===== config.mk =====
export PLATFORM = sky130hd
export DESIGN_NAME = chm_regs
export DESIGN_NICKNAME = d
export VERILOG_FILES = /design/src/hw/rtl/chm_pkg.sv /design/src/hw/rtl/chm_regs.sv
export SDC_FILE = /design/constraint.sdc
export NUM_CORES = 1
export LEC_CHECK = 0
export ABC_AREA = 1
export BUFFER_PORTS_ARGS = -buffer_cell sky130_fd_sc_hd__buf_2
export CAP_MARGIN = 30
export CORE_MARGIN = 2
export CORE_UTILIZATION = 32
export DETAILED_ROUTE_END_ITERATION = 6
export HOLD_SLACK_MARGIN = 0.1
export PLACE_DENSITY = 0.74
export SLEW_MARGIN = 20
export SYNTH_ARGS = -nofsm -noshare
export SYNTH_HDL_FRONTEND = slang
export SYNTH_SLANG_ARGS = --single-unit

===== constraint.sdc =====
create_clock -name clk -period 1.05 [get_ports clk]
set_input_delay 0.105 -clock clk [delete_from_list [all_inputs] [get_ports clk]]
set_output_delay 0.105 -clock clk [all_outputs]
set_load 0.05 [all_outputs]

===== src/hw/rtl/chm_pkg.sv =====
// Shared types and constants of the chained hash map core.
// No dependencies; chm_rem, chm_regs, the top level and the testbench import this package.
package chm_pkg;

	localparam int DEF_MAX_BUCKETS  = 256;
	localparam int DEF_POOL_ENTRIES = 1024;

	localparam int CNT_W  = 9;
	localparam int DATA_W = 32;
	localparam int PADDR_W = 3;

	localparam logic [CNT_W-1:0]   BUCKET_COUNT_RESET = 9'd256;
	localparam logic [PADDR_W-1:0] ADDR_BUCKET_COUNT  = 3'd0;

	typedef enum logic [2:0] {
		CMD_GET           = 3'd0,
		CMD_SET           = 3'd1,
		CMD_INSERT        = 3'd2,
		CMD_INSERT_OR_SET = 3'd3,
		CMD_INSERT_OR_GET = 3'd4,
		CMD_ITER_FIRST    = 3'd5,
		CMD_ITER_NEXT     = 3'd6,
		CMD_NONE          = 3'd7
	} cmd_e;

	// Result of the remainder unit.
	typedef struct packed {
		logic             done;
		logic [CNT_W-1:0] rem;
	} rem_res_t;

endpackage


===== src/hw/rtl/chm_regs.sv =====
// APB-style configuration register file holding the bucket count.
// Depends on chm_pkg.
module chm_regs import chm_pkg::*; (
	input  logic               clk,
	input  logic               arst_n,
	input  logic               psel,
	input  logic               penable,
	input  logic               pwrite,
	input  logic [PADDR_W-1:0] paddr,
	input  logic [31:0]        pwdata,
	output logic [31:0]        prdata,
	output logic               pready,
	output logic [CNT_W-1:0]   bucket_count
);

	logic [CNT_W-1:0] bucket_count_q;

	always_ff @(posedge clk or negedge arst_n) begin
		if (!arst_n) begin
			bucket_count_q <= BUCKET_COUNT_RESET;
		end else if (psel && penable && pwrite && paddr == ADDR_BUCKET_COUNT) begin
			bucket_count_q <= pwdata[CNT_W-1:0];
		end
	end

	assign prdata = (paddr == ADDR_BUCKET_COUNT) ? {{(32-CNT_W){1'b0}}, bucket_count_q} : 32'd0;
	assign pready = 1'b1;
	assign bucket_count = bucket_count_q;

endmodule


; ---- After elaboration in Yosys (flattened, before gate mapping)
; Index checks and enable logic that the tools add are counted.
[word_totals]
ff_bits = 9
output_inout_bits = 42
word_cells = 6
[op_classes]
mux = 1
reduce_logical = 4
[ops]
columns = op, count
row1 = $mux W9, 1
row2 = $logic_and A1 B1 Y1, 3
row3 = $logic_not A3 Y1, 1

; ---- Logic depth before layout (Yosys ltp)
; Gate-level depths: netlist of run 1.
[logic_depth]
word_depth = 3
depth_mapped = 5
ltp_nobuf = 5

; ---- Worst setup path after synthesis of run 1
; No wires, ideal clock.
[synth_timing]
path_type = register to output
start = register bucket_count_q[8] (netlist: bucket_count[8])
end = output port prdata[8]
arrival_time_ns = 1.422
slack_ns = -0.477
stages_incl_launch_ff = 3
cell_sequence = dfstp_2 -> inv_1 -> nor2_1
[synth_via]
elab_chain_len = 1
[synth_lines]
columns = item, line_no
row1 = from (decl), chm_regs.sv:16  ; logic [CNT_W-1:0] bucket_count_q;
row2 = from (signal assigned), chm_regs.sv:22  ; bucket_count_q <= pwdata[CNT_W-1:0];
row3 = $mux W9, chm_regs.sv:26  ; assign prdata = (paddr == ADDR_BUCKET_COUNT) ? {{(32-CNT_W){1'b0}}, bucket_count_q} : 32'd0;
row4 = to (decl), chm_regs.sv:11  ; output logic [31:0] prdata,
; Every way passes these cells.

; ---- Worst setup path after layout of run 1
; Ends and elaborated chain as after synthesis.

==> results_dict.tcl, run 1 <==
set metrics [dict create \
    run_status "complete, but fails checks" \
    failed_checks "negative setup slack" \
    worstSetupStartpointType "flop" \
    synth_flop_cell "sky130_fd_sc_hd__dfrtp_1" \
    rsz_0062_raised_after_global_routing "true" \
    cts_made_buffers 3 \
    antenna_found_initial 0 \
    yosys_warnings 0 \
    cts_max_level 1 \
    grt_first_pass_wirelength_um 2370 \
    yosys_register_bits 9 \
    synth_commonest_cells "sky130_fd_sc_hd__buf_4 (24), sky130_fd_sc_hd__inv_1 (11), sky130_fd_sc_hd__nand2_1 (10)" \
    yosys-top-cells-area "sky130_fd_sc_hd__dfrtp_1 (29%), sky130_fd_sc_hd__buf_4 (26%), sky130_fd_sc_hd__o21bai_1 (8.7%)" \
    fin_crit_sh_pct 112 \
    core_sq_um 2000 \
    routed_wl_um 1620 \
    tritoncts "done" \
    synth.cell_area_sq_um 687 \
    largest_register_ffs 9 \
    setup_slack_ps -126 \
    critical_path_arrival_ps 1070 \
    die_width_um 50.3 \
    clock_latency_ps 250 \
    preCtsSetupSlack_ps 19.8 \
    std_cell_rows 16 \
    yosys.area.top_type "sky130_fd_sc_hd__dfrtp_1" \
    maxCapViolCount 0 \
    drt-wirelength-per-cell_um 9.67 \
    post_synth_num_cell_types 15 \
    final_nets 181 \
    dieArea_sq_um 2530 \
    hold_path_startpoint "paddr[2]" \
    power.ir.vdd_worst_mv 0.806 \
    route.detailed.drc 0 \
    pwr_density_cell_nw_per_um2 1640 \
    die_h_um 50.3 \
    timing.final.setup_violations 2 \
    synthArstFlopShare_pct 100 \
    cts.reportedPaths.clkPinSlew_ps 70 \
    io_port_bufs 34 \
    final_layout_size_suffix_gt1_share_pct 55.0 \
    synth-seq-area-share_pct 33.0 \
    number_of_enable_flip_flop_cells_after_synthesis 0 \
    fmaxAchievable_ghz 0.850 \
    grt_pass1_vias 606 \
    finalWorstPathRequiredPeriod_ps 1180 \
    floorplan.initialDensity_pct 34.3 \
    largest_net_degree_at_the_start_of_global_routing 13 \
    grt_remaining_overflow 0 \
    first_iter_violations 2 \
    hold_violations 0 \
    worstPathRequired_ps 940 \
    dr.max_layer_used "met3" \
    detailedPlacementHpwl_um 1160 \
    clock-root-buffer "sky130_fd_sc_hd__clkbuf_4" \
    hold_class "in2reg" \
    routedLengthMet1_um 589 \
    synth.avg_cell_area_sq_um 7.72 \
    route.met2.wl_um 858 \
    timing.final.max_slew_violations 0 \
    post-synth-top-count-cell "sky130_fd_sc_hd__buf_4" \
    cp-startpoint "bucket_count[8]" \
    antenna-diode-count 0 \
    global_route.usage.total_pct 12.4 \
    area_delta_synth_final_pct 63.9 \
    syn_inst 89 \
    drt_pre_antenna_iters 2 \
    clock_tree.buffer_depth 2 \
    finish.utilization_pct 56.3 \
    detailroute.via_count 654 \
    endpoint_kind "output port" \
    boundary_pins 82 \
    reg2reg_slack_ps 80 \
    vias_per_cell 3.92 \
    fin_hold_ws_ps 170 \
    ant_nets 0 \
    clkSinkCount 9 \
    total_leakage_power_nw 0.564 \
    skew_ps 0 \
    critical_path.max_fanout 2 \
    critical_path_class "reg2out" \
    met3RoutedLength_um 166 \
    beginning_of_the_worst_register_to_register_path "bucket_count[8]" \
    synth_largest_type_area_fraction_pct 29.1 \
    finalWeightedCongestion 0.666 \
]
-- worst max-delay path: stages (launching register included) --
cell                      delay (ps)
sky130_fd_sc_hd__dfstp_2         540
sky130_fd_sc_hd__inv_2            50
sky130_fd_sc_hd__nor2_4           70
sky130_fd_sc_hd__buf_6           160
-- final timing paths --
path                                         to  depth (start not counted)
worst max-delay path                  prdata[8]                          3
worst min-delay path            bucket_count[8]                          4
worst max register to register  bucket_count[8]                          4
worst min register to register  bucket_count[3]                          3
max in group asynchronous       bucket_count[8]                          2
min in group asynchronous       bucket_count[6]                          2
-- per-layer routing --
metal | up-vias | GRT usage, %
li1 | 333 | -
met3 | 0 | 4.17
met5 | - | 0
met1 | 284 | 14.7
met4 | 0 | 2.70
met2 | 37 | 21.5
-- layout make-up --
type / instances / area (sq um)
Clock buffer: 3 / 22.5
Clock inverter: 1 / 5.00
Fill cell: 201 / 876
Inverter: 12 / 45.0
Multi-Input combinational cell: 65 / 374
Sequential cell: 9 / 236
Tap cell: 27 / 33.8
Timing Repair Buffer: 50 / 409
-- cells in the final DEF, fill, tap and decap left out, types with 3 or more instances in the layout --
cell type	instances
sky130_fd_sc_hd__buf_2	24
sky130_fd_sc_hd__buf_4	5
sky130_fd_sc_hd__buf_8	5
sky130_fd_sc_hd__nor2_4	9
sky130_fd_sc_hd__conb_1	24
sky130_fd_sc_hd__nand3_1	9
sky130_fd_sc_hd__inv_2	10
sky130_fd_sc_hd__clkbuf_4	3
sky130_fd_sc_hd__dfrtp_2	8
sky130_fd_sc_hd__dlygate4sd3_1	10
sky130_fd_sc_hd__buf_6	5
sky130_fd_sc_hd__nand2_1	10
sky130_fd_sc_hd__o21bai_1	8
-- through the flow --
step | power, mW | setup TNS, ps | instances | area [sq um]
6_report | 1.85 | -217 | 167 | 1130
5_1_grt | 1.95 | -387 | 167 | 1130
4_1_cts | 1.85 | -239 | 166 | 1100
3_5_place_dp | 1.45 | 0 | 150 | 895
3_3_place_gp | 1.43 | 0 | 150 | 895
2_1_floorplan | 1.34 | -135 | 111 | 847
-- power by group --
part	leakage, nW	switching, mW	internal (mW)
logic	0.453	0.781	0.300
registers	0.0937	0.0531	0.448
clock network	0.0177	0.124	0.140
-- cell families after synthesis --
logic type	count (synthesis)	synth area share, %
other cells	2	1.09
simple gates	32	21.1
compound gates	9	10.4
flops	9	33.0
buf+inv	37	34.4
-- repair_timing --
item                       4_1_cts  5_1_grt
hold buffers                    10        0
buffers inserted                 2        1
setup endpoints to repair       10       10
hold endpoints to repair        18        0
pin swaps                        0        8
gates cloned                     0        0
resized for setup               30        4
(Power assumes the default switching activity.)
==> run 2, diff against run 1 <==
CAP_MARGIN = unset   (was 30)
PLACE_DENSITY = 0.78   (was 0.74)
TNS_END_PERCENT = 30   (was unset)
==> run 2 against run 1 <==
- the flow still finishes with violations (negative setup slack)
- die area is the same
- sequential power shrank 2%
- final cell count shrank 3.0%
- design area shrank 5.9%
- clock-buffer cell count grew 1
- core utilization shrank 3.3 points
- combinational power shrank 6%
- routed wire length shrank 1.2%
- worst setup slack lost 12 ps
- maximum frequency shrank 1.0%
- non-clock buffer count shrank 5
- clock power grew 2%
==> results_dict.tcl, run 2 (synthesis results as in run 1) <==
set metrics [dict create \
    run_status "complete, but fails checks" \
    failed_checks "negative setup slack" \
    timing.hold.worst_path_depth 4 \
    die_h_um 50.3 \
    tritoncts "done" \
    p_switching_uw 949 \
    fmaxAchievable_ghz 0.842 \
    most_used_cells_in_the_layout_excluding_fill_and_tap_cells "sky130_fd_sc_hd__conb_1 (24), sky130_fd_sc_hd__buf_2 (24), sky130_fd_sc_hd__inv_2 (10), sky130_fd_sc_hd__nand2_1 (10), sky130_fd_sc_hd__dlygate4sd3_1 (10)" \
    worstPathRequired_ps 940 \
    grt_first_pass_wirelength_um 2440 \
    global_route.usage.total_pct 13.0 \
    dieArea_sq_um 2530 \
    ant_nets 0 \
    clock_latency_ps 260 \
    final_layout_size_suffix_gt1_share_pct 47.4 \
    power_frac_seq_pct 27.7 \
    timing.final.max_slew_violations 0 \
    setup_slack_ps -138 \
    grt_pass1_vias 596 \
    drt_pre_antenna_iters 3 \
    detailroute.via_count 658 \
    detailedPlacementHpwl_um 1140 \
    post_cts.repair.setup_buffers 0 \
    rsz_0062_raised_after_global_routing "true" \
    beginning_of_the_worst_register_to_register_path "bucket_count[8]" \
    cts_made_buffers 3 \
    largest_net_degree_at_the_start_of_global_routing 19 \
    drt-wirelength-per-cell_um 9.85 \
    final_nets 176 \
    reg2reg_to "bucket_count[8]" \
    floorplan.initialDensity_pct 34.3 \
    critical_path.max_fanout 2 \
    skew_ps 0 \
    combPwrFrac_pct 57.1 \
    routed_wl_um 1600 \
    hold_class "in2reg" \
    maxCapViolCount 0 \
    clkSinkCount 9 \
    internal_power_of_the_cells_uw 830 \
    worstSetupStartpointType "flop" \
    preCtsSetupSlack_ps 33.7 \
    vias_per_cell 4.06 \
    cts_max_level 1 \
    largest_register_ffs 9 \
    hold_path_startpoint "paddr[2]" \
    pwr_density_cell_nw_per_um2 1680 \
    clock-root-buffer "sky130_fd_sc_hd__clkbuf_4" \
    grt_remaining_overflow 0 \
    boundary_pins 82 \
    reg2reg_slack_ps 210 \
    hold_violations 0 \
    critical_path_class "reg2out" \
    cts.reportedPaths.clkPinSlew_ps 60 \
    die_width_um 50.3 \
    multiInputGateArea_sq_um 374 \
    timing.final.setup_violations 2 \
    fin_crit_sh_pct 113 \
    reg2regPathDepth 3 \
    std_cell_rows 16 \
    regArea_sq_um 228 \
    min_delay_worst_endpoint "bucket_count[8]" \
    fillerInstances 192 \
    critical_path_arrival_ps 1080 \
    share_of_total_power_consumed_by_net_switching_pct 53.3 \
    clock_tree.buffer_depth 2 \
    area_delta_synth_final_pct 54.3 \
    finalWorstPathRequiredPeriod_ps 1190 \
    antenna_found_initial 0 \
    endpoint_kind "output port" \
    p_total_mw 1.78 \
    total_leakage_power_nw 0.542 \
    core_sq_um 2000 \
    power.ir.vdd_worst_mv 0.709 \
    fin_hold_ws_ps 163 \
    clockPowerShare_pct 15.1 \
    route.detailed.drc 0 \
    finalWeightedCongestion 0.586 \
    antenna-diode-count 0 \
    io_port_bufs 34 \
    first_iter_violations 10 \
]
[run 2: cell types whose count changed in the layout (fill, tap and decap cells not counted), sizes merged]
cell	previous run	this run
buf	40	34
clkbuf	3	5
clkinv	1	0
[run 2: worst max-delay path by stage]
stage / cells after the start / from / to / slack [ps]
floorplan: 2 / bucket_count[1] / prdata[1] / -120
global placement: 6 / paddr[1] / prdata[8] / 50
detailed placement: 6 / paddr[1] / prdata[8] / 30
CTS: 3 / bucket_count[8] / prdata[8] / -130
global route: 3 / bucket_count[8] / prdata[8] / -180
finish: 3 / bucket_count[8] / prdata[8] / -140
[run 2: layer usage]
metal | vias to the layer above | track usage (%) | part of all wire, %
li1 | 325 | - | -
met1 | 289 | 12.2 | 35
met2 | 40 | 25.2 | 52
met3 | 4 | 3.57 | 11
met4 | 0 | 6.76 | 1.7
met5 | - | 0 | 0
[run 2: cell type report]
class / instances / area share (%)
well taps: 27 / 3.19
clock buffers: 4 / 2.48
repair buffers: 45 / 33.3
multi-input cells: 65 / 35.3
inverters: 12 / 4.25
flip-flops and latches: 9 / 21.5
[run 2: critical path, stage by stage, from the launching register on]
cell                      delay [ps]
sky130_fd_sc_hd__dfstp_2         530
sky130_fd_sc_hd__inv_2            50
sky130_fd_sc_hd__nor2_4           80
sky130_fd_sc_hd__buf_6           160
[run 2: repair_timing]
action | 4_1_cts | 5_1_grt
endpoints found under the setup margin | 10 | 13
hold endpoints to repair | 18 | 0
pin swaps | 0 | 3
hold buffers | 10 | 0
gates resized for setup | 28 | 1
[run 2: power groups by stage]
stage / combinational (mW) / clock (mW) / sequential [mW]
3_5_place_dp: 0.950 / 0 / 0.482
2_1_floorplan: 0.546 / 0 / 0.779
3_3_place_gp: 0.938 / 0 / 0.478
5_1_grt: 1.07 / 0.301 / 0.508
4_1_cts: 1.01 / 0.281 / 0.492
6_report: 1.02 / 0.269 / 0.493
[run 2: per-stage QoR]
step,TNS [ps],cells,cell area [sq um],utilization [%]
2_1_floorplan,-1020,111,838,-
5_1_grt,-614,162,1060,52.9
3_5_place_dp,0,148,871,43.5
6_report,-250,162,1060,52.9
4_1_cts,-245,162,1060,52.8
3_3_place_gp,0,148,871,43.5
==> run 3, diff against run 2 <==
clock period = 1.27 ns   (was 1.05 ns; I/O delays follow)
==> run 3 against run 2 <==
- the flow now finishes without violations
- worst hold slack got worse by 58 ps
- global-route usage down 1.7 points
- routed wire length shrank 9.3%
- sequential share of layout area increased by 2.8 points
- final cell count shrank 2.5%
- register-to-register slack better by 210 ps
- clock skew did not move
- design area decreased by 12%
- first-iteration DRC count shrank 70%
==> results_dict.tcl, run 3 (synthesis results as in run 1) <==
set metrics [dict create \
    largest_net_degree_at_the_start_of_global_routing 19 \
    drt-wirelength-per-cell_um 9.16 \
    core_sq_um 2000 \
    crit_slowest_cell "sky130_fd_sc_hd__dfstp_2" \
    tritoncts "done" \
    std_cell_rows 16 \
    die_width_um 50.3 \
    cts.reportedPaths.clkPinSlew_ps 60 \
    grt_remaining_overflow 0 \
    grt_first_pass_wirelength_um 2200 \
    antenna-diode-count 0 \
    boundary_pins 82 \
    crit_chain "inv_2 > nor2_4 > buf_8" \
    maxCapViolCount 0 \
    drt_pre_antenna_iters 4 \
    most_common_library_cell_in_the_layout_ignoring_fill_and_taps "sky130_fd_sc_hd__buf_2" \
    detailedPlacementHpwl_um 1090 \
    finish.utilization_pct 46.5 \
    floorplan.initialDensity_pct 34.3 \
    vias_per_cell 4.01 \
    cts_max_level 1 \
    cts_made_buffers 3 \
    critical_path_class "reg2out" \
    most_used_cells_in_the_layout_excluding_fill_and_tap_cells "sky130_fd_sc_hd__buf_2 (33), sky130_fd_sc_hd__conb_1 (24), sky130_fd_sc_hd__inv_1 (10), sky130_fd_sc_hd__nand2_1 (10)" \
    dieArea_sq_um 2530 \
    area_delta_synth_final_pct 35.5 \
    timing.final.max_slew_violations 0 \
    route.detailed.drc 0 \
    fin_crit_sh_pct 95.7 \
    worst-path-buf-inv 2 \
    endpoint_kind "output port" \
    clkSinkCount 9 \
    clock_latency_ps 250 \
    total_leakage_power_nw 0.528 \
    critical_path.max_fanout 2 \
    fin_hold_ws_ps 105 \
    worstPathRequired_ps 1140 \
    hold_class "in2reg" \
    final_nets 172 \
    first_iter_violations 3 \
    fmaxAchievable_ghz 0.823 \
    clock_tree.buffer_depth 2 \
    run_status "finished, final reports clean" \
    pwr_density_cell_nw_per_um2 1490 \
    die_h_um 50.3 \
    routed_wl_um 1450 \
    detailroute.via_count 633 \
    largest_register_ffs 9 \
    finalWorstPathRequiredPeriod_ps 1220 \
    io_port_bufs 34 \
    fillerInstances 195 \
    timing.critical_path.max_delay_family "flip-flops" \
    antenna_found_initial 0 \
    ant_nets 0 \
    slowest_cell_delay_on_critical_path_ps 540 \
    critical_path_arrival_ps 1090 \
    global_route.usage.total_pct 11.4 \
    timing.final.setup_violations 0 \
    finalWeightedCongestion 0.649 \
    final_layout_size_suffix_gt1_share_pct 42.0 \
    power.ir.vdd_worst_mv 0.595 \
    skew_ps 0 \
    grt_pass1_vias 510 \
    hold_violations 0 \
    rsz_0062_raised_after_global_routing "false" \
    clock-root-buffer "sky130_fd_sc_hd__clkbuf_4" \
    worstSetupStartpointType "flop" \
]
run 3: worst register-to-register path: stages (launching register included):
cell and delay (ps):
sky130_fd_sc_hd__dfstp_2 540, sky130_fd_sc_hd__inv_2 50, sky130_fd_sc_hd__o21bai_1 140, sky130_fd_sc_hd__nand2_1 60
run 3: power breakdown:
part | switching, mW | internal [mW] | total [mW]
Sequential | 0.0345 | 0.360 | 0.395
Clock | 0.0979 | 0.121 | 0.219
Combinational | 0.607 | 0.167 | 0.773
run 3: what timing repair did:
action                                  in CTS  in global routing
hold buffers                                 6                  0
pin swaps                                    0                  1
hold endpoints to repair                    14                  0
gates cloned                                 0                  0
endpoints found under the setup margin       1                  1
setup buffers                                0                  0
gates resized for setup                      2                  2
run 3: per-layer routing:
metal,vias to the layer above,track usage [%],wire (um)
met4,0,5.41,0
met5,-,0,0
met2,45,20.0,666
met1,280,13.0,615
li1,308,-,-
met3,0,2.38,166
run 3: layout make-up:
type,instances,area [sq um],area share [%]
clock buffer,4,26.3,2.82
tap,27,33.8,3.63
inverter,12,45.0,4.84
timing repair buffer,41,260,28.0
multi-input combinational,65,339,36.4
sequential,9,226,24.3
run 3: final timing paths:
check | cells past startpoint | slack (ps) | end | start
max in group asynchronous | 2 | 780 | bucket_count[8] | arst_n
min reg2reg | 3 | 600 | bucket_count[8] | bucket_count[8]
max | 3 | 50 | prdata[8] | bucket_count[8]
max reg2reg | 3 | 420 | bucket_count[8] | bucket_count[8]
min | 3 | 100 | bucket_count[2] | pwdata[2]
min in group asynchronous | 2 | 250 | bucket_count[4] | arst_n
run 3: metrics by stage:
stage | power, mW | setup slack (ps) | TNS, ps | std cells | area, sq um
2_1_floorplan | 1.07 | -35.3 | -243 | 111 | 802
3_3_place_gp | 1.14 | 237 | 0 | 148 | 835
3_5_place_dp | 1.15 | 211 | 0 | 148 | 835
4_1_cts | 1.39 | 13.6 | 0 | 158 | 927
5_1_grt | 1.46 | 23.5 | 0 | 158 | 931
6_report | 1.39 | 54.7 | 0 | 158 | 931
