## src/hw/rtl/chm_pkg.sv

```systemverilog
// Shared types and constants of the chained hash map core.
// No dependencies; chm_rem, chm_regs, the top level and the testbench import this package.
package chm_pkg;

	localparam int DEF_MAX_BUCKETS  = 256;
	localparam int DEF_POOL_ENTRIES = 1024;

	localparam int CNT_W  = 9;
	localparam int DATA_W = 32;
	localparam int PADDR_W = 3;

	localparam logic [CNT_W-1:0]   BUCKET_COUNT_RESET = 9'd256;
	localparam logic [PADDR_W-1:0] ADDR_BUCKET_COUNT  = 3'd0;

	typedef enum logic [2:0] {
		CMD_GET           = 3'd0,
		CMD_SET           = 3'd1,
		CMD_INSERT        = 3'd2,
		CMD_INSERT_OR_SET = 3'd3,
		CMD_INSERT_OR_GET = 3'd4,
		CMD_ITER_FIRST    = 3'd5,
		CMD_ITER_NEXT     = 3'd6,
		CMD_NONE          = 3'd7
	} cmd_e;

	// Result of the remainder unit.
	typedef struct packed {
		logic             done;
		logic [CNT_W-1:0] rem;
	} rem_res_t;

endpackage

```

## src/hw/rtl/chm_rem.sv

```systemverilog
// Iterative remainder unit: 32-bit key modulo a 9-bit bucket count.
// Depends on chm_pkg; four restoring steps per cycle while busy.
module chm_rem import chm_pkg::*; (
	input  logic              clk,
	input  logic              arst_n,
	input  logic              start,
	input  logic [DATA_W-1:0] dividend,
	input  logic [CNT_W-1:0]  divisor,
	output rem_res_t          res
);

	localparam int STEPS = 4;

	logic [DATA_W-1:0] num_q;
	logic [CNT_W-1:0]  rem_q;
	logic [CNT_W-1:0]  div_q;
	logic [2:0]        cnt_q;
	logic              busy_q;
	logic              done_q;
	logic [DATA_W-1:0] num_n;
	logic [CNT_W-1:0]  rem_n;

	always_comb begin
		logic [CNT_W:0] t;
		num_n = num_q;
		rem_n = rem_q;
		for (int i = 0; i < STEPS; i++) begin
			t = {rem_n, num_n[DATA_W-1]};
			num_n = {num_n[DATA_W-2:0], 1'b0};
			if (t >= {1'b0, div_q}) begin
				t = t - {1'b0, div_q};
			end
			rem_n = t[CNT_W-1:0];
		end
	end

	always_ff @(posedge clk or negedge arst_n) begin
		if (!arst_n) begin
			busy_q <= 1'b0;
			done_q <= 1'b0;
			cnt_q  <= '0;
		end else begin
			done_q <= !start && busy_q && cnt_q == 3'd7;
			if (start) begin
				busy_q <= 1'b1;
				cnt_q  <= '0;
			end else if (busy_q) begin
				cnt_q <= cnt_q + 3'd1;
				if (cnt_q == 3'd7) begin
					busy_q <= 1'b0;
				end
			end
		end
	end

	always_ff @(posedge clk) begin
		if (start) begin
			num_q <= dividend;
			rem_q <= '0;
			div_q <= divisor;
		end else if (busy_q) begin
			num_q <= num_n;
			rem_q <= rem_n;
		end
	end

	assign res.done = done_q;
	assign res.rem  = rem_q;

endmodule

```

## config.mk

```make
export PLATFORM = sky130hd
export DESIGN_NAME = chm_rem
export DESIGN_NICKNAME = d
export VERILOG_FILES = /design/src/hw/rtl/chm_pkg.sv /design/src/hw/rtl/chm_rem.sv
export SDC_FILE = /design/constraint.sdc
export NUM_CORES = 1
export LEC_CHECK = 0
export BUFFER_PORTS_ARGS = -buffer_cell sky130_fd_sc_hd__buf_2
export CORE_AREA = 2 2 99 101
export DETAILED_ROUTE_END_ITERATION = 6
export DIE_AREA = 0 0 101 103
export GPL_ROUTABILITY_DRIVEN = 0
export PLACE_DENSITY_LB_ADDON = 0.2
export SYNTH_ARGS = -nofsm -noshare
export SYNTH_HDL_FRONTEND = slang
export SYNTH_SLANG_ARGS = --single-unit
```

## constraint.sdc

```tcl
create_clock -name clk -period 16.7 [get_ports clk]
set_input_delay 1.67 -clock clk [delete_from_list [all_inputs] [get_ports clk]]
set_output_delay 1.67 -clock clk [all_outputs]
set_load 0.02 [all_outputs]
```

Word-level counts from Yosys, hierarchy flattened
Cells that the tools add are included.
{"block": "word_totals", "regBits": 55, "in_bits": 44, "out_inout_bits": 10, "word_cells": 31}
{"block": "classes", "n_addsub": 5, "magnitude_cmp": 4, "n_eq_ne": 1, "n_mux": 11, "n_reduce_logical": 4}
{"cell": "2-to-1 mux 32 bit", "n": 2}
{"cell": ">= comparator 10 x 9 -> 1 bit", "n": 4}
{"cell": "2-to-1 mux 9 bit", "n": 4}
{"cell": "subtractor 9 bit", "n": 4}
{"cell": "2-to-1 mux 3 bit", "n": 2}
{"cell": "adder 3 x 1 -> 3 bit, second input constant", "n": 1}
{"cell": "== test 3 bit, second input constant", "n": 1}
{"cell": "2-to-1 mux 1 bit", "n": 3}
{"cell": "logical AND 1 bit", "n": 2}
{"cell": "nonzero test 2 bit", "n": 1}
{"cell": "logical NOT 1 bit", "n": 1}

Longest topological paths before layout
Gate-level depths: netlist of run 1.
{"block": "logic_depth", "ltp_word": 8, "depth_mapped": 38, "mapped_depth_nobuf": 35}

Least setup slack after synthesis of run 1
No wires, ideal clock.
{"block": "synth_timing", "path_kind": "reg2reg", "start": "register num_q[31]", "end": "register rem_q[2]", "setup_ps": 122, "arrival_time_ps": 7354, "required_ps": 16578, "slack_ps": 9223, "path_stages_with_launch": 37, "path_buffers": 3, "period_less_slack_ps": 7477, "cell_sequence": "edfxtp_1 -> inv_1 -> ha_1 -> inv_1 -> fa_1 -> a21oi_1 -> a211oi_4 -> or3_1 -> buf_6 -> mux2_2 -> ha_1 -> nor2_1 -> a21oi_1 -> o211ai_1 -> o2111ai_4 -> or2_1 -> buf_6 -> mux2_1 -> ha_1 -> a211oi_1 -> nor3b_1 -> nor2_1 -> o21ai_0 -> o22ai_1 -> nand3_1 -> mux2i_1 -> fa_1 -> a21o_1 -> a21oi_1 -> o22ai_1 -> nor2_1 -> o21ai_0 -> a21o_1 -> a211oi_2 -> buf_6 -> nor2_1 -> a311o_1"}
{"block": "synth_between", "elab_chain_len": 8, "word_cells_on_any_way": 12, "classes_between": "4 x add/sub; 4 x order compare; 4 x mux"}
{"item": "start, declared", "line_no": "chm_rem.sv:14", "source": "logic [DATA_W-1:0] num_q;"}
{"item": "start signal, assigned", "line_no": "chm_rem.sv:58", "source": "num_q <= dividend;"}
{"item": "start signal, assigned", "line_no": "chm_rem.sv:62", "source": "num_q <= num_n;"}
{"item": "subtractor 9 bit or >= comparator 10 x 9 -> 1 bit (tied branches)", "line_no": "chm_rem.sv:31, chm_rem.sv:30"}
{"item": "2-to-1 mux 9 bit *", "line_no": "chm_rem.sv:30", "source": "if (t >= {1'b0, div_q}) begin"}
{"item": ">= comparator 10 x 9 -> 1 bit or subtractor 9 bit (tied branches)", "line_no": "chm_rem.sv:30, chm_rem.sv:31"}
{"item": "2-to-1 mux 9 bit *", "line_no": "chm_rem.sv:30"}
{"item": "subtractor 9 bit or >= comparator 10 x 9 -> 1 bit (tied branches)", "line_no": "chm_rem.sv:31, chm_rem.sv:30"}
{"item": "2-to-1 mux 9 bit *", "line_no": "chm_rem.sv:30"}
{"item": "subtractor 9 bit or >= comparator 10 x 9 -> 1 bit (tied branches)", "line_no": "chm_rem.sv:31, chm_rem.sv:30"}
{"item": "2-to-1 mux 9 bit *", "line_no": "chm_rem.sv:30"}
{"item": "end signal, assigned", "line_no": "chm_rem.sv:63", "source": "rem_q <= rem_n;"}
{"item": "end, declared", "line_no": "chm_rem.sv:15", "source": "logic [CNT_W-1:0] rem_q;"}
Every way passes the cells marked *; elsewhere a longest branch is shown, timed or not.
A chain may end at the register's enable or synchronous reset.

Worst setup path after layout of run 1
{"block": "layout_timing", "start": "register num_q[31]", "end": "register rem_q[7]"}
{"block": "layout_between", "elab_chain_len": 8, "word_cells_on_any_way": 12, "classes_between": "4 x add/sub; 4 x order compare; 4 x mux"}
{"item": "subtractor 9 bit or >= comparator 10 x 9 -> 1 bit (tied branches)", "line_no": "chm_rem.sv:31, chm_rem.sv:30"}
{"item": "2-to-1 mux 9 bit *", "line_no": "chm_rem.sv:30"}
{"item": "subtractor 9 bit or >= comparator 10 x 9 -> 1 bit (tied branches)", "line_no": "chm_rem.sv:31, chm_rem.sv:30"}
{"item": "2-to-1 mux 9 bit *", "line_no": "chm_rem.sv:30"}
{"item": "subtractor 9 bit or >= comparator 10 x 9 -> 1 bit (tied branches)", "line_no": "chm_rem.sv:31, chm_rem.sv:30"}
{"item": "2-to-1 mux 9 bit *", "line_no": "chm_rem.sv:30"}
{"item": "subtractor 9 bit or >= comparator 10 x 9 -> 1 bit (tied branches)", "line_no": "chm_rem.sv:31, chm_rem.sv:30"}
{"item": "2-to-1 mux 9 bit *", "line_no": "chm_rem.sv:30"}
Marks and branches as above.

==> impl_metrics.py, run 1 <==
metrics = {
    "routing": {
        "vias_per_cell": 5.56,
        "firstDrtPassIters": 4,
        "postRouteWirelength_um": 8870,
        "drtIter0Drc": 105,
        "vias": 2992,
        "wire_per_inst_um": 16.5,
        "drc": 0,
        "ant_nets": 0,
    },
    "synth": {
        "synth_edf_count": 41,
        "synth_simple_gate_area_share_pct": 10.3,
        "ys_seq_elements": 55,
        "async_flop_share_pct": 9.09,
        "syn-num-nets": 459,
        "synthAdderAreaFrac_pct": 13.7,
        "muxShareOfSynthArea_pct": 14.1,
        "synth_top_family_by_area": "compound AO/OA/AOI/OAI gates",
        "syn_area_mm2": 0.00407,
        "synth_compound_area_share_pct": 15.2,
        "synthCells": 373,
        "synth-main-ff-cell": "edfxtp_1",
        "seq_area_frac_synth_pct": 37.8,
        "synthDistinctLibCells": 57,
        "synth-xor-area-share_pct": 5.17,
        "yosys_warnings": 0,
        "syn_avg_cell_area_um2": 10.9,
    },
    "clocking": {
        "cts_resized": 0,
        "post_cts_buffers": 0,
        "tritoncts": "built",
        "cts.sinks": 55,
        "h-tree-depth": 2,
        "clk_pin_slew_ps": 120,
        "clockBufferDepth": 2,
        "cts_buffers": 5,
        "ctsHoldBuffers": 0,
        "cts_root_buffer": "clkbuf_8",
        "clk_latency_ps": 320,
    },
    "sta": {
        "finalSetupViolations": 0,
        "rsz0062_at_grt": "no",
        "setup_slack_ps": 7800,
        "fin_setup_tns_ps": 0,
        "holdWs_ps": 539,
        "slew_viol_final": 0,
        "fmax_mhz": 112,
        "hold_viol_final": 0,
        "post-route-period-util_pct": 53.3,
        "min_period_ps": 8900,
        "relSlewSlack_pct": 36.6,
        "skew_ps": 11.3,
        "worst_pin_slew_ps": 949,
    },
    "cells_and_area": {
        "diodes": 0,
        "fin_nets": 509,
        "post-route-util_pct": 47.9,
        "drive_gt1_share_pct": 25.7,
        "area_delta_synth_final_pct": 11.5,
        "final_cell_mix": "buf_2, edfxtp_1, mux2_2, ha_1, nor2_1",
        "final_common_cell": "buf_2",
    },
    "grt": {
        "grt_pass1_wl_um": 14400,
        "grt_max_degree": 57,
        "antenna_found_initial": 1,
        "grt_usage_pct": 17.8,
        "grt_pass1_vias": 2989,
        "overflow": 0,
    },
    "floorplan": {
        "initial_core_util_pct": 43.0,
        "die_w_um": 101,
        "die-area_mm2": 0.0104,
        "design.portCount": 54,
        "coreArea_mm2": 0.00946,
        "core.rowCount": 36,
        "fp.dieH_um": 103,
    },
    "placement": {
        "io_buffer_count": 53,
        "place_ws_ps": 7900,
        "dp_hpwl_um": 6880,
    },
    "critical_path": {
        "path_buf_inv": 2,
        "cp_data_required_time_ps": 16870,
        "cp_max_fo": 11,
        "arrival_ps": 9070,
        "path_delay_family": "compound AO/OA/AOI/OAI gates",
        "cpPeakStageDelay_ps": 740,
        "endpoint_kind": "flip-flop",
        "slowest_stage": "a211oi_2",
        "crit_path_start_kind": "flip-flop",
        "crit_type": "reg2reg",
    },
    "flow_run": {
        "timing.max_cap.violations": 0,
    },
    "min_path": {
        "hold_path.class": "reg2reg",
    },
    "run_status": {
        "status": "complete, no violations",
    },
}
sequential cells by signal (all words and copies together) (netlist names):
register / flops
done_q: 1
busy_q: 1
num_q: 32
div_q: 9
cnt_q: 3
rem_q: 9
synth_stat cells (2+ instances only):
| master | instances | area, um^2 |
|---|---|---|
| nand2_1 | 12 | 45.0 |
| o31ai_1 | 2 | 15.0 |
| inv_1 | 23 | 86.3 |
| a21oi_1 | 21 | 105 |
| edfxtp_1 | 41 | 1230 |
| nor2_1 | 28 | 105 |
| a21o_1 | 10 | 75.1 |
| buf_6 | 3 | 33.8 |
| xnor2_1 | 14 | 123 |
| o31a_1 | 2 | 17.5 |
| ha_1 | 38 | 475 |
| mux2i_1 | 11 | 110 |
| nand3_1 | 4 | 20.0 |
| a211oi_1 | 9 | 67.6 |
| a211o_1 | 3 | 26.3 |
| nor2b_1 | 5 | 31.3 |
| o21bai_1 | 4 | 30.0 |
| and2_1 | 5 | 31.3 |
| o21ai_0 | 13 | 65.1 |
| o21a_1 | 3 | 22.5 |
| mux2_2 | 38 | 428 |
| and4_1 | 2 | 17.5 |
| clkbuf_1 | 5 | 18.8 |
| nand2b_1 | 2 | 12.5 |
| mux2_1 | 2 | 22.5 |
| nand4_1 | 4 | 25.0 |
| dfxtp_1 | 9 | 180 |
| a31oi_1 | 2 | 12.5 |
| or3_1 | 2 | 12.5 |
| or2_1 | 2 | 12.5 |
| nor3_1 | 9 | 45.0 |
| dfrtp_1 | 5 | 125 |
| xor2_1 | 10 | 87.6 |
| buf_1 | 2 | 7.51 |
| nor3b_1 | 2 | 15.0 |
| fa_1 | 4 | 80.1 |
| o22ai_1 | 2 | 12.5 |
final timing paths:
check / from / endpoint / slack, ps / cells after the start
max: num_q[31] / rem_q[7] / 7800 / 33
min: cnt_q[1] / cnt_q[1] / 540 / 2
max reg2reg: num_q[31] / rem_q[7] / 7800 / 33
min reg2reg: cnt_q[1] / cnt_q[1] / 540 / 2
max in group asynchronous: arst_n / busy_q / 15420 / 1
min in group asynchronous: arst_n / cnt_q[2] / 1150 / 1
cells by family (layout without fill, tap and decap cells):
kind of cell    Yosys count  count (layout)
compound gates           84              84
simple gates             82              82
flops                    55              55
mux                      52              52
fa+ha+maj                42              42
buf+inv                  34              85
xor+xnor                 24              24
metal layers:
layer	track usage, %	vias up	share of wire [%]
li1	-	1490	-
met1	22.4	1431	45
met2	31.2	51	49
met3	3.25	18	3.8
met4	5.41	2	2.0
met5	0	-	0.19
through the flow:
stage	instances	cell area, um^2
finish	538	4540
global route	538	4540
CTS	538	4540
detailed placement	530	4420
global placement	530	4420
floorplan	373	4070
layout make-up:
class,instances,area [um^2]
sequential,55,1540
inverter,23,86.3
tap,114,143
clock inverter,3,50.0
multi-input combinational,284,2380
clock buffer,5,68.8
fill,909,4920
timing repair buffer,54,273
worst reg2reg max path, delay by kind of cell (launching register included):
kind / cells / cell delay [ps]
DFF: 1 / 410
adders and majority gates: 5 / 1720
and+or+nand+nor: 7 / 1640
muxes: 4 / 1360
AOI/OAI and AO/OA: 15 / 3470
buffers and inverters: 2 / 120
Power of run 1 is not shown: default switching activity piles up to over one toggle a cycle in this logic, so the estimate is an artifact.
==> run 2: changes to the inputs <==
--- a/config.mk
+++ b/config.mk
@@ -5,10 +5,11 @@
 export SDC_FILE = /design/constraint.sdc
 export NUM_CORES = 1
 export LEC_CHECK = 0
+export ABC_AREA = 1
 export BUFFER_PORTS_ARGS = -buffer_cell sky130_fd_sc_hd__buf_2
-export CORE_AREA = 2 2 99 101
+export CORE_AREA = 2 2 103 105
 export DETAILED_ROUTE_END_ITERATION = 6
-export DIE_AREA = 0 0 101 103
+export DIE_AREA = 0 0 105 107
 export GPL_ROUTABILITY_DRIVEN = 0
 export PLACE_DENSITY_LB_ADDON = 0.2
 export SYNTH_ARGS = -nofsm -noshare
==> constraint.sdc (replaced) <==
create_clock -name clk -period 7.75 [get_ports clk]
set_input_delay 0.775 -clock clk [delete_from_list [all_inputs] [get_ports clk]]
set_output_delay 0.775 -clock clk [all_outputs]
set_load 0.02 [all_outputs]
==> impl_metrics.py, run 2 <==
metrics = {
    "critical_path": {
        "cp_data_required_time_ps": 7970,
        "cp_max_fo": 14,
        "crit_type": "reg2reg",
        "cpPeakStageDelay_ps": 440,
        "slowest_stage": "fa_1",
        "r2r_setup_slack_ps": 720,
        "endpoint_kind": "flip-flop",
        "reg2reg_from": "div_q[1]",
        "r2r-end": "rem_q[7]",
        "arrival_ps": 7260,
        "cp-startpoint": "div_q[1]",
        "reg2reg_depth": 42,
        "crit_top_cell": "nand2_1",
        "crit_path_start_kind": "flip-flop",
    },
    "clocking": {
        "clk_latency_ps": 320,
        "h-tree-depth": 2,
        "cts_buffers": 5,
        "ctsHoldBuffers": 0,
        "cts.sinks": 55,
        "clockBufferDepth": 2,
        "clk_pin_slew_ps": 100,
        "cts_root_buffer": "clkbuf_8",
        "tritoncts": "built",
    },
    "synth": {
        "synth_edf_count": 41,
        "muxShareOfSynthArea_pct": 0,
        "synthDistinctLibCells": 44,
        "seq_area_frac_synth_pct": 34.6,
        "synth_top_area_share_pct": 27.7,
        "syn_area_mm2": 0.00444,
        "synth-main-ff-cell": "edfxtp_1",
        "yosysMostFrequentCell": "nand2_1",
        "synthAdderAreaFrac_pct": 12.5,
        "yosys-top-cells-count": "nand2_1, inv_1, nand3_1",
        "yosys_warnings": 0,
        "synth_simple_gate_area_share_pct": 31.9,
        "async_flop_share_pct": 9.09,
        "synthCells": 578,
        "ys_seq_elements": 55,
        "synth_top_family_by_area": "simple AND/OR/NAND/NOR gates",
        "syn-num-nets": 664,
        "yosysTopAreaCell": "edfxtp_1",
        "synth_area_leaders": "edfxtp_1, nand2_1, ha_1",
        "syn_avg_cell_area_um2": 7.68,
        "synth-xor-area-share_pct": 5.13,
        "synth_compound_area_share_pct": 7.27,
    },
    "sta": {
        "fmax_mhz": 142,
        "rsz0062_at_grt": "no",
        "skew_ps": 8.22,
        "finalSetupViolations": 0,
        "worst_pin_slew_ps": 827,
        "fin_setup_tns_ps": 0,
        "post-route-period-util_pct": 90.8,
        "hold_viol_final": 0,
        "slew_viol_final": 0,
        "relSlewSlack_pct": 44.8,
        "min_period_ps": 7030,
    },
    "placement": {
        "dp_hpwl_um": 8540,
        "io_buffer_count": 53,
    },
    "flow_run": {
        "timing.max_cap.violations": 0,
    },
    "grt": {
        "antenna_found_initial": 0,
        "grt_max_degree": 45,
        "grt_pass1_wl_um": 17900,
        "grt_pass1_vias": 3749,
        "overflow": 0,
        "grt_usage_pct": 20.1,
    },
    "cells_and_area": {
        "final_cell_mix": "nand2_1, inv_1, buf_2, nand3_1, edfxtp_1",
        "diodes": 0,
        "drive_gt1_share_pct": 15.0,
        "fin_nets": 719,
        "final_common_cell": "nand2_1",
        "largest_reg_flops": 32,
        "top_regs": "num_q (32), div_q (9), rem_q (9)",
        "regMostFlops": "num_q",
        "fillers": 1063,
        "area_delta_synth_final_pct": 11.8,
    },
    "routing": {
        "firstDrtPassIters": 4,
        "dr_wl_met2_um": 4760,
        "wire_per_inst_um": 13.8,
        "drtIter0Drc": 198,
        "vias_per_cell": 4.97,
        "drc": 0,
        "top_layer": "met4",
        "ant_nets": 0,
        "wl_met1_um": 4820,
        "postRouteWirelength_um": 10600,
        "vias": 3827,
        "dr_wl_met3_um": 647,
    },
    "floorplan": {
        "core.rowCount": 37,
        "initial_core_util_pct": 44.0,
        "die-area_mm2": 0.0112,
        "coreArea_mm2": 0.0101,
        "die_w_um": 105,
        "fp.dieH_um": 107,
        "design.portCount": 54,
    },
    "min_path": {
        "hold_path.class": "in2async",
    },
    "run_status": {
        "status": "complete, no violations",
    },
}
## run 2: cell count changes in the layout (fill, tap and decap cells not counted), moves of 6 or more
cell      delta
a211oi_1     -9
a21o_1       -6
inv_1       +59
mux2_2      -38
mux2i_1     -11
nand2_1    +213
nand3_1     +38
nor2_1      -15
o21ai_0      -7
## run 2: kinds of logic (layout without fill, tap and decap cells)
kind of cell / after synthesis / after routing
xor gates and xnor gates: 26 / 26
DFF: 55 / 55
buffers and inverters: 95 / 151
AOI/OAI and AO/OA: 46 / 46
and+or+nand+nor: 314 / 314
adders and majority gates: 42 / 42
## run 2: repair_timing
item	in CTS	in global routing
setup buffers	0	0
endpoints found under the setup margin	0	8
resized for setup	0	1
## run 2: cell type report
class	instances	area, um^2	area share [%]
Clock buffer	6	72.6	1.46
Clock inverter	2	38.8	0.781
Inverter	84	315	6.35
Multi-Input combinational cell	428	2520	50.8
Sequential cell	55	1540	30.9
Tap cell	136	170	3.43
Timing Repair Buffer	59	310	6.25
## run 2: through the flow
stage	hold slack, ps	utilization [%]	cells	cell area [um^2]	worst slack, ps
after floorplan	464	-	578	4440	1260
after global placement	490	48.1	762	4850	692
after detailed placement	494	48.1	762	4850	564
final	244	49.2	770	4970	716
after global routing	233	49.2	770	4970	108
after CTS	236	49.2	770	4970	550
## run 2: how the worst max path moves through the flow
stage	end	depth (start not counted)	slack, ps
after global placement	rem_q[3]	42	690
after CTS	rem_q[7]	42	550
after floorplan	rem_q[1]	43	1260
final	rem_q[7]	42	720
after detailed placement	rem_q[7]	42	560
after global routing	rem_q[1]	42	110
## run 2: critical path, delay by kind of cell (launching register included)
| family | cells | cell delay [ps] |
|---|---|---|
| flip-flops | 1 | 430 |
| buffers and inverters | 7 | 860 |
| AND/OR/NAND/NOR | 24 | 2720 |
| adder cells (fa/ha/maj) | 4 | 1500 |
| AO/OA/AOI/OAI | 7 | 1400 |
## run 2: per-layer routing
layer  vias up  global-route usage [%]
li1       1966                       -
met1      1713                    26.1
met4         0                    8.29
met5         -                       0
met3        31                    2.92
met2       117                    33.6
Power of run 2 is left out for the same reason.
